`src/sv/device_slot_table_oldest_offline_evict_top_macros.svh`:
```
// Assertion macros used by the device slot table top module.
`ifndef DEVICE_SLOT_TABLE_OLDEST_OFFLINE_EVICT_TOP_MACROS_SVH
`define DEVICE_SLOT_TABLE_OLDEST_OFFLINE_EVICT_TOP_MACROS_SVH

// Same-cycle implication, checked while out of reset.
`define DSTO_ASSERT_NOW(lbl, clk, rst_n, ante, cons, msg) \
    lbl: assert property (@(posedge clk) disable iff (!(rst_n)) (ante) |-> (cons)) \
        else $error(msg);

// Next-cycle implication, checked while out of reset.
`define DSTO_ASSERT_NEXT(lbl, clk, rst_n, ante, cons, msg) \
    lbl: assert property (@(posedge clk) disable iff (!(rst_n)) (ante) |=> (cons)) \
        else $error(msg);

`endif

```
`src/sv/dsto_pkg.sv`:
```
// Types and codes for the device slot table.
package dsto_pkg;

    localparam int SERIAL_W = 64;
    localparam int TIME_W   = 32;
    localparam int OP_W     = 3;
    localparam int ADDR_W   = 5;
    localparam int CODE_W   = 3;
    localparam int IN_W     = 104;
    localparam int OUT_W    = 8;

    localparam logic [OP_W-1:0] OP_UPDATE  = 3'd0;
    localparam logic [OP_W-1:0] OP_OFFLINE = 3'd1;
    localparam logic [OP_W-1:0] OP_DELETE  = 3'd2;
    localparam logic [OP_W-1:0] OP_LOOKUP  = 3'd3;
    localparam logic [OP_W-1:0] OP_ONLINE  = 3'd4;

    localparam logic [CODE_W-1:0] RES_REFRESHED = 3'd0;
    localparam logic [CODE_W-1:0] RES_INSERTED  = 3'd1;
    localparam logic [CODE_W-1:0] RES_REPLACED  = 3'd2;
    localparam logic [CODE_W-1:0] RES_DROPPED   = 3'd3;
    localparam logic [CODE_W-1:0] RES_DONE      = 3'd4;
    localparam logic [CODE_W-1:0] RES_NOT_FOUND = 3'd5;

    // Write controls from the sequencer to the slot store.
    typedef struct packed {
        logic we;
        logic set_valid;
        logic clr_valid;
        logic online_we;
        logic online_val;
    } t_slot_wr;

    // Candidates found by the scan.
    typedef struct packed {
        logic match;
        logic empty;
        logic oldest;
    } t_scan_flags;

endpackage

```
`src/sv/dsto_slot_store.sv`:
```
// Slot storage: serial and time memories, valid and online flags.
module dsto_slot_store #(
    parameter int NUM_SLOTS = 16,
    parameter int IW        = 4
) (
    input  logic                           i_clk,
    input  logic                           i_rst_n,
    input  logic [IW-1:0]                  i_rd_addr,
    output logic                           o_rd_valid,
    output logic [dsto_pkg::SERIAL_W-1:0]  o_rd_serial,
    output logic [dsto_pkg::TIME_W-1:0]    o_rd_time,
    output logic                           o_rd_online,
    input  dsto_pkg::t_slot_wr             i_wr,
    input  logic [IW-1:0]                  i_wr_addr,
    input  logic [dsto_pkg::SERIAL_W-1:0]  i_wr_serial,
    input  logic [dsto_pkg::TIME_W-1:0]    i_wr_time
);

    logic [dsto_pkg::SERIAL_W-1:0] mem_serial [NUM_SLOTS];
    logic [dsto_pkg::TIME_W-1:0]   mem_time   [NUM_SLOTS];
    logic [NUM_SLOTS-1:0]          r_valid;
    logic [NUM_SLOTS-1:0]          r_online;
    logic                          r_rd_valid;
    logic [dsto_pkg::SERIAL_W-1:0] r_rd_serial;
    logic [dsto_pkg::TIME_W-1:0]   r_rd_time;
    logic                          r_rd_online;

    always_ff @(posedge i_clk) begin
        if (i_wr.we) begin
            mem_serial[i_wr_addr] <= i_wr_serial;
            mem_time[i_wr_addr]   <= i_wr_time;
        end
        r_rd_serial <= mem_serial[i_rd_addr];
        r_rd_time   <= mem_time[i_rd_addr];
        r_rd_valid  <= r_valid[i_rd_addr];
        r_rd_online <= r_online[i_rd_addr];
    end

    always_ff @(posedge i_clk) begin
        if (!i_rst_n) begin
            r_valid  <= '0;
            r_online <= '0;
        end else begin
            if (i_wr.set_valid) begin
                r_valid[i_wr_addr] <= 1'b1;
            end else if (i_wr.clr_valid) begin
                r_valid[i_wr_addr] <= 1'b0;
            end
            if (i_wr.online_we) begin
                r_online[i_wr_addr] <= i_wr.online_val;
            end
        end
    end

    // An entry that is not valid reads as empty: serial and time zero.
    assign o_rd_valid  = r_rd_valid;
    assign o_rd_serial = r_rd_valid ? r_rd_serial : '0;
    assign o_rd_time   = r_rd_valid ? r_rd_time : '0;
    assign o_rd_online = r_rd_online;

endmodule

```
`src/sv/dsto_scan_unit.sv`:
```
// Shared compare unit: key match, empty slot and oldest offline slot tracking.
module dsto_scan_unit #(
    parameter int IW = 4
) (
    input  logic                           i_clk,
    input  logic                           i_rst_n,
    input  logic                           i_start,
    input  logic                           i_cmp_valid,
    input  logic [IW-1:0]                  i_cmp_idx,
    input  logic [dsto_pkg::SERIAL_W-1:0]  i_key,
    input  logic                           i_rd_valid,
    input  logic [dsto_pkg::SERIAL_W-1:0]  i_rd_serial,
    input  logic [dsto_pkg::TIME_W-1:0]    i_rd_time,
    input  logic                           i_rd_online,
    output logic                           o_hit,
    output dsto_pkg::t_scan_flags          o_flags,
    output logic [IW-1:0]                  o_match_idx,
    output logic [IW-1:0]                  o_empty_idx,
    output logic [IW-1:0]                  o_old_idx
);

    dsto_pkg::t_scan_flags       r_flags;
    logic [IW-1:0]               r_match_idx;
    logic [IW-1:0]               r_empty_idx;
    logic [IW-1:0]               r_old_idx;
    logic [dsto_pkg::TIME_W-1:0] r_old_time;
    logic                        older;

    assign o_hit = i_cmp_valid && i_rd_valid && (i_rd_serial == i_key);
    // Strictly older only, so the lowest index keeps a tie.
    assign older = !i_rd_online && (!r_flags.oldest || (i_rd_time < r_old_time));

    always_ff @(posedge i_clk) begin
        if (!i_rst_n) begin
            r_flags <= '0;
        end else if (i_start) begin
            r_flags <= '0;
        end else if (i_cmp_valid) begin
            if (o_hit) begin
                r_flags.match <= 1'b1;
            end
            if (!i_rd_valid && !r_flags.empty) begin
                r_flags.empty <= 1'b1;
            end
            if (older) begin
                r_flags.oldest <= 1'b1;
            end
        end
    end

    always_ff @(posedge i_clk) begin
        if (i_cmp_valid) begin
            if (o_hit) begin
                r_match_idx <= i_cmp_idx;
            end
            if (!i_rd_valid && !r_flags.empty) begin
                r_empty_idx <= i_cmp_idx;
            end
            if (older) begin
                r_old_idx  <= i_cmp_idx;
                r_old_time <= i_rd_time;
            end
        end
    end

    assign o_flags     = r_flags;
    assign o_match_idx = r_match_idx;
    assign o_empty_idx = r_empty_idx;
    assign o_old_idx   = r_old_idx;

endmodule

```
`src/sv/device_slot_table_oldest_offline_evict_top.sv`:
```
// Device slot table with oldest-offline eviction: sequencer and stream ports.
//
//  channel | dir | tdata fields (low bit up)                      | handshake
//  s_axis  | in  | opcode[2:0] device_serial[66:3] seen_time[98:67] | tvalid/tready
//  m_axis  | out | slot_address[4:0] outcome[7:5]                | tvalid/tready
//
// An operation reads the slot memory once per cycle through the shared compare
// unit, from slot 0 up to the last slot; a hit ends the scan early, and a zero
// serial or unknown opcode skips the scan. Input is not ready during the scan.
// Reset clears every slot at once through the valid and online flags.
// A result waits in the output register; the next item is accepted meanwhile,
// and its scan holds at the end until the output register is free.
`include "device_slot_table_oldest_offline_evict_top_macros.svh"

module device_slot_table_oldest_offline_evict_top #(
    parameter int NUM_SLOTS = 16
) (
    input  logic                       i_clk,
    input  logic                       i_rst_n,
    input  logic                       i_s_axis_tvalid,
    output logic                       o_s_axis_tready,
    // opcode[2:0], device_serial[66:3], seen_time[98:67], zero[103:99]
    input  logic [dsto_pkg::IN_W-1:0]  i_s_axis_tdata,
    output logic                       o_m_axis_tvalid,
    input  logic                       i_m_axis_tready,
    // slot_address[4:0], outcome[7:5]
    output logic [dsto_pkg::OUT_W-1:0] o_m_axis_tdata
);

    localparam int IW = (NUM_SLOTS > 1) ? $clog2(NUM_SLOTS) : 1;
    localparam logic [IW-1:0] LAST = IW'(NUM_SLOTS - 1);

    typedef enum logic [2:0] {
        S_IDLE = 3'b001,
        S_SCAN = 3'b010,
        S_DONE = 3'b100
    } t_state;

    t_state                        r_state;
    logic [dsto_pkg::OP_W-1:0]     r_op;
    logic [dsto_pkg::SERIAL_W-1:0] r_key;
    logic [dsto_pkg::TIME_W-1:0]   r_time;
    logic                          r_skip;
    logic [IW-1:0]                 r_idx;
    logic                          r_issue;
    logic                          r_cv;
    logic [IW-1:0]                 r_ci;
    logic                          r_out_valid;
    logic [dsto_pkg::ADDR_W-1:0]   r_out_addr;
    logic [dsto_pkg::CODE_W-1:0]   r_out_code;

    logic                          in_fire;
    logic [dsto_pkg::OP_W-1:0]     in_op;
    logic [dsto_pkg::SERIAL_W-1:0] in_serial;
    logic [dsto_pkg::TIME_W-1:0]   in_time;
    logic                          out_free;
    logic                          done_go;
    logic                          cmp_valid;
    logic                          scan_end;

    logic                          rd_valid;
    logic [dsto_pkg::SERIAL_W-1:0] rd_serial;
    logic [dsto_pkg::TIME_W-1:0]   rd_time;
    logic                          rd_online;
    logic                          hit;
    dsto_pkg::t_scan_flags         flags;
    logic [IW-1:0]                 match_idx;
    logic [IW-1:0]                 empty_idx;
    logic [IW-1:0]                 old_idx;

    dsto_pkg::t_slot_wr            wr;
    dsto_pkg::t_slot_wr            wr_go;
    logic [IW-1:0]                 wr_addr;
    logic                          res_has;
    logic [dsto_pkg::CODE_W-1:0]   res_code;
    logic [6:0]                    res_sum;

    assign in_op     = i_s_axis_tdata[2:0];
    assign in_serial = i_s_axis_tdata[66:3];
    assign in_time   = i_s_axis_tdata[98:67];

    assign o_s_axis_tready = (r_state == S_IDLE);
    assign in_fire         = i_s_axis_tvalid && o_s_axis_tready;
    assign out_free        = !r_out_valid || i_m_axis_tready;
    assign done_go         = (r_state == S_DONE) && out_free;
    assign cmp_valid       = r_cv && (r_state == S_SCAN);
    assign scan_end        = cmp_valid && (hit || (r_ci == LAST));

    dsto_slot_store #(
        .NUM_SLOTS (NUM_SLOTS),
        .IW        (IW)
    ) u_store (
        .i_clk       (i_clk),
        .i_rst_n     (i_rst_n),
        .i_rd_addr   (r_idx),
        .o_rd_valid  (rd_valid),
        .o_rd_serial (rd_serial),
        .o_rd_time   (rd_time),
        .o_rd_online (rd_online),
        .i_wr        (wr_go),
        .i_wr_addr   (wr_addr),
        .i_wr_serial (r_key),
        .i_wr_time   (r_time)
    );

    dsto_scan_unit #(
        .IW (IW)
    ) u_scan (
        .i_clk       (i_clk),
        .i_rst_n     (i_rst_n),
        .i_start     (in_fire),
        .i_cmp_valid (cmp_valid),
        .i_cmp_idx   (r_ci),
        .i_key       (r_key),
        .i_rd_valid  (rd_valid),
        .i_rd_serial (rd_serial),
        .i_rd_time   (rd_time),
        .i_rd_online (rd_online),
        .o_hit       (hit),
        .o_flags     (flags),
        .o_match_idx (match_idx),
        .o_empty_idx (empty_idx),
        .o_old_idx   (old_idx)
    );

    // Decide the write and the result once the scan is over.
    always_comb begin
        wr       = '0;
        wr_addr  = match_idx;
        res_has  = 1'b0;
        res_code = dsto_pkg::RES_NOT_FOUND;
        if (r_skip) begin
            res_code = (r_op == dsto_pkg::OP_UPDATE) ? dsto_pkg::RES_DROPPED
                                                     : dsto_pkg::RES_NOT_FOUND;
        end else if (r_op == dsto_pkg::OP_UPDATE) begin
            if (flags.match) begin
                wr.we    = 1'b1;
                res_has  = 1'b1;
                res_code = dsto_pkg::RES_REFRESHED;
            end else if (flags.empty) begin
                wr.we        = 1'b1;
                wr.set_valid = 1'b1;
                wr_addr      = empty_idx;
                res_has      = 1'b1;
                res_code     = dsto_pkg::RES_INSERTED;
            end else if (flags.oldest) begin
                wr.we    = 1'b1;
                wr_addr  = old_idx;
                res_has  = 1'b1;
                res_code = dsto_pkg::RES_REPLACED;
            end else begin
                res_code = dsto_pkg::RES_DROPPED;
            end
        end else if (flags.match) begin
            res_has  = 1'b1;
            res_code = dsto_pkg::RES_DONE;
            unique case (r_op)
                dsto_pkg::OP_OFFLINE: begin
                    wr.online_we  = 1'b1;
                    wr.online_val = 1'b0;
                end
                dsto_pkg::OP_ONLINE: begin
                    wr.online_we  = 1'b1;
                    wr.online_val = 1'b1;
                end
                dsto_pkg::OP_DELETE: begin
                    wr.clr_valid  = 1'b1;
                    wr.online_we  = 1'b1;
                    wr.online_val = 1'b0;
                end
                default: begin
                    wr = '0;
                end
            endcase
        end
    end

    assign wr_go   = done_go ? wr : '0;
    assign res_sum = 7'(wr_addr) + 7'd1;

    always_ff @(posedge i_clk) begin
        if (!i_rst_n) begin
            r_state     <= S_IDLE;
            r_issue     <= 1'b0;
            r_cv        <= 1'b0;
            r_out_valid <= 1'b0;
        end else begin
            if (done_go) begin
                r_out_valid <= 1'b1;
            end else if (o_m_axis_tvalid && i_m_axis_tready) begin
                r_out_valid <= 1'b0;
            end
            unique case (r_state)
                S_IDLE: begin
                    if (in_fire) begin
                        r_cv <= 1'b0;
                        if ((in_serial == '0) || (in_op > dsto_pkg::OP_ONLINE)) begin
                            r_state <= S_DONE;
                            r_issue <= 1'b0;
                        end else begin
                            r_state <= S_SCAN;
                            r_issue <= 1'b1;
                        end
                    end
                end
                S_SCAN: begin
                    if (scan_end) begin
                        r_state <= S_DONE;
                        r_issue <= 1'b0;
                        r_cv    <= 1'b0;
                    end else begin
                        r_cv <= r_issue;
                        if (r_issue && (r_idx == LAST)) begin
                            r_issue <= 1'b0;
                        end
                    end
                end
                S_DONE: begin
                    if (out_free) begin
                        r_state <= S_IDLE;
                    end
                end
                default: begin
                    r_state <= S_IDLE;
                end
            endcase
        end
    end

    // Item, scan and result payload registers.
    always_ff @(posedge i_clk) begin
        if (in_fire) begin
            r_op   <= in_op;
            r_key  <= in_serial;
            r_time <= in_time;
            r_skip <= (in_serial == '0) || (in_op > dsto_pkg::OP_ONLINE);
            r_idx  <= '0;
        end else if (r_issue && (r_idx != LAST)) begin
            r_idx <= r_idx + IW'(1);
        end
        r_ci <= r_idx;
        if (done_go) begin
            r_out_addr <= res_has ? res_sum[4:0] : '0;
            r_out_code <= res_code;
        end
    end

    assign o_m_axis_tvalid = r_out_valid;
    assign o_m_axis_tdata  = {r_out_code, r_out_addr};

    `DSTO_ASSERT_NEXT(a_fire_starts_op, i_clk, i_rst_n, in_fire, (r_state == S_SCAN) || (r_state == S_DONE), "accepted item did not start an operation")
    `DSTO_ASSERT_NEXT(a_done_gives_result, i_clk, i_rst_n, done_go, o_m_axis_tvalid && (r_state == S_IDLE), "finished operation produced no result")
    `DSTO_ASSERT_NOW(a_issue_in_scan, i_clk, i_rst_n, r_issue, r_state == S_SCAN, "slot read issued outside the scan")
    `DSTO_ASSERT_NEXT(a_hit_ends_scan, i_clk, i_rst_n, hit, (r_state == S_DONE) && flags.match, "key match did not end the scan")

endmodule
```
`config.mk`:
```
export PLATFORM = sky130hd
export DESIGN_NAME = device_slot_table_oldest_offline_evict_top
export DESIGN_NICKNAME = d
export VERILOG_FILES = /design/src/sv/dsto_pkg.sv /design/src/sv/dsto_slot_store.sv /design/src/sv/dsto_scan_unit.sv /design/src/sv/device_slot_table_oldest_offline_evict_top.sv
export VERILOG_INCLUDE_DIRS = /design/src /design/src/sv
export SDC_FILE = /design/constraint.sdc
export NUM_CORES = 2
export LEC_CHECK = 0
export ABC_CLOCK_PERIOD_IN_PS = 8050
export BUFFER_PORTS_ARGS = -buffer_cell sky130_fd_sc_hd__buf_4
export CAP_MARGIN = 20
export CORE_MARGIN = 2
export CORE_UTILIZATION = 55
export DETAILED_ROUTE_END_ITERATION = 10
export MAX_ROUTING_LAYER = met4
export PLACE_DENSITY = 0.81
export RECOVER_POWER = 50
export SYNTH_ARGS = -nofsm -noshare
export SYNTH_HDL_FRONTEND = slang
export SYNTH_SLANG_ARGS = --single-unit
```
`constraint.sdc`:
```
create_clock -name i_clk -period 8.05 [get_ports i_clk]
set_input_delay 0 -clock i_clk [delete_from_list [all_inputs] [get_ports i_clk]]
set_output_delay 0 -clock i_clk [all_outputs]
set_load 0.01 [all_outputs]
```
==> flow_summary.yaml <==
yosys:
  synth_top_flop_cell: "edfxtp_1"
  synth_common_cells: "1688 x edfxtp_1, 490 x mux4_2, 147 x dfxtp_1, 84 x clkbuf_1, 68 x nor2_1"
  avgSynthCellArea_um2: 22.4
  synth.top_cell.area_share_pct: 73.5
  yosysMostFrequentCell: "edfxtp_1"
  synth_edf_count: 1688
  synthDistinctLibCells: 66
  ys_warn_count: 0
  yosysSeqAreaShare_pct: 77.8
  syn_area_mm2: 0.0690
  synth_area_leader_cell: "edfxtp_1"
  ys_seq_elements: 1835
  ys_top_cells_by_area: "edfxtp_1 73%, mux4_2 16%, dfxtp_1 4.3%"
  postSynth.asyncResetShare_pct: 0
  synthCells: 3073
  synth_fp_nets: 3217
clock_tree:
  cts_resized: 0
  clockRootBuffer: "clkbuf_16"
  cts.clk_slew.worst_paths_ns: 0.06
  clock-sinks: 1835
  cts_tree: "yes"
  cts.path.max_buffers: 3
  cts_buffers: 174
  clk_latency_ns: 0.81
  htreeDepth: 4
detailed_routing:
  wl_per_cell_um: 31.7
  num_vias: 34800
  drt_iter0_drc: 5169
  drt-total-wl_um: 167000
  drc_errors: 0
  vias_per_cell: 6.60
  antenna_left: 0
  firstDrtPassIters: 8
layout:
  fill_cells: 7569
  fin_nets: 3625
  multi_input_area_mm2: 0.0148
  fin_util_pct: 64.2
  regArea_mm2: 0.0536
  drive_gt1_share_pct: 24.1
  synthToLayoutAreaGrowth_pct: 15.6
global_route:
  antenna_found_initial: 9
  grt_pass1_vias: 36200
  track_usage_pct: 27.4
  grt_pass1_wl_um: 244000
  overflow: 0
  grt_start_max_net_pins: 126
floorplanning:
  core_mm2: 0.124
  rows: 129
  die_h_um: 358
  io_pins: 118
  initial_core_util_pct: 55.6
  die_x_um: 358
  dieArea_mm2: 0.128
sta:
  worst_pin_slew_ns: 3.18
  finalCritPeriodShare_pct: 77.7
  slew_headroom_pct: -112
  setup_viol: 0
  hold_violations: 0
  finalSetupTns_ns: 0
  fin_skew_ns: 0.0403
  period_minus_slack_ns: 6.25
  rsz0062_at_grt: "no"
  fmax_mhz: 160
  hold_ws_ns: 0.211
  slew_viol_final: 209
placement:
  port_buffers: 112
  routabilityCongestion: 0.873
  dp_hpwl_um: 79700
worst_hold_path:
  hold_path.class: "in -> reg"
  worstHoldPathCells: 2
  whs_endpoint: "r_key[63]"
  min_from: "i_s_axis_tdata[66]"
setup_path:
  worstPathArrival_ns: 6.66
  path_max_fanout: 48
  startpoint_type: "register"
  critical_path_class: "reg -> reg"
  endpoint_kind: "register"
  ff2ff_path_depth: 11
  worst_ep_required_time_ns: 8.46
  timing.rr.end: "u_scan.o_old_idx[3]"
  worstReg2RegStart: "u_store.o_rd_valid"
  reg2reg_slack_ns: 1.80
status:
  failed_checks: "max-capacitance violations, max-slew violations"
  status: "finished with violations"
power_and_ir_drop:
  p_total_mw: 21.1
  p_leak_nw: 24.9
  ir_drop_mv: 0.235
  p_per_area_mw_per_mm2: 265
job:
  maxCapViolations: 6
## where the power goes
group	total, mW	internal [mW]	switching [mW]
Sequential	11.0	10.6	0.330
Combinational	1.91	1.07	0.834
Clock	8.24	4.67	3.56
## how the worst max path moves through the flow
| stage | cells past startpoint | endpoint | from | slack [ns] |
|---|---|---|---|---|
| floorplan | 10 | u_store.mem_serial[10][0] | r_op[2] | 1.28 |
| global placement | 9 | u_store.mem_serial[5][48] | r_op[2] | 3.43 |
| detailed placement | 10 | u_store.mem_serial[14][53] | r_op[1] | 3.68 |
| CTS | 11 | u_scan.o_old_idx[0] | u_store.o_rd_valid | 3.64 |
| global route | 11 | u_scan.r_old_time[0] | u_store.o_rd_valid | 1.72 |
| finish | 11 | u_scan.o_old_idx[3] | u_store.o_rd_valid | 1.80 |
## layout by cell type, fill, tap and decap left out, types with 5 or more instances in the layout
cell and count:
clkbuf_1 118, clkinv_2 29, nand2b_1 46, clkinv_1 32, a21oi_1 12, o31ai_1 7
edfxtp_1 1688, buf_4 29, clkbuf_8 13, nor2_4 19, nand3_1 16, buf_16 6
buf_12 16, clkbuf_16 179, nand4_1 30, o21a_1 6, inv_6 7, diode_2 7
mux4_2 490, nand2_1 47, nor2_1 52, a21o_1 6, o21ai_1 12, dlygate4sd3_1 201
bufinv_16 14, inv_1 63, a31oi_1 21, o2111ai_1 7, o22ai_1 7, nor4_1 31
nor3_1 10, o211ai_1 19, a22o_1 6, xor2_1 5, ha_1 36, clkbuf_4 39
dfxtp_1 147, xnor2_1 18, o21ai_0 40, and2_0 30
## worst max-delay path, cell delays in order (launching register included)
cell and delay [ns]:
dfxtp_1 0.36, clkbuf_1 2.25, and2_0 0.39, ha_1 0.28, a21o_1 0.19, a21o_1 0.18, a21oi_1 0.32, a211oi_1 0.18
nor3_1 0.35, nor4_1 0.12, nor3_2 0.65, buf_4 0.54
## logic make-up after synthesis
kind of cell | synth area share [%]
buffers and inverters | 1.09
and+or+nand+nor | 2.54
adders and majority gates | 0.653
AOI/OAI and AO/OA | 1.63
DFF | 77.8
muxes | 16.0
xor gates and xnor gates | 0.292
## per-layer routing
layer  wire, um  track usage [%]
met1      61900             36.0
met2      84100             43.4
met3      16200             5.14
met4       5330             9.49
met5          0                -
## what timing repair did
| action | in CTS | in global routing |
|---|---|---|
| hold buffers | 201 | 0 |
| buffers inserted | 0 | 0 |
| endpoints found under the setup margin | 0 | 0 |
| hold endpoints to repair | 177 | 0 |
## sequential cells by signal (all words and copies together) (netlist names), 5 cells and up, named ones only
| signal | count |
|---|---|
| u_store.mem_serial | 1024 |
| r_out_addr | 5 |
| r_time | 32 |
| r_key | 64 |
| u_scan.r_old_time | 32 |
| u_store.mem_time | 512 |
| u_store.r_online | 16 |
| u_store.r_rd_time | 32 |
| u_store.r_rd_serial | 64 |
## cell type report
type                            instances  share of cell area, %
Timing Repair Buffer                  367                   4.13
Clock inverter                         94                   1.15
Antenna cell                            7                 0.0220
Multi-Input combinational cell       1040                   18.5
Inverter                               63                  0.297
Clock buffer                          235                   6.05
Tap cell                             1637                   2.57
Sequential cell                      1835                   67.3
## through the flow
step / instances / instance area (um^2) / setup WS, ns
after floorplan: 3073 / 69000 / 1.28
after global placement: 4734 / 72100 / 3.43
after detailed placement: 4741 / 72300 / 3.68
after CTS: 5271 / 80000 / 3.64
after global routing: 5278 / 79700 / 1.72
final: 5278 / 79700 / 1.80
Power figures use the tool's default switching activity.
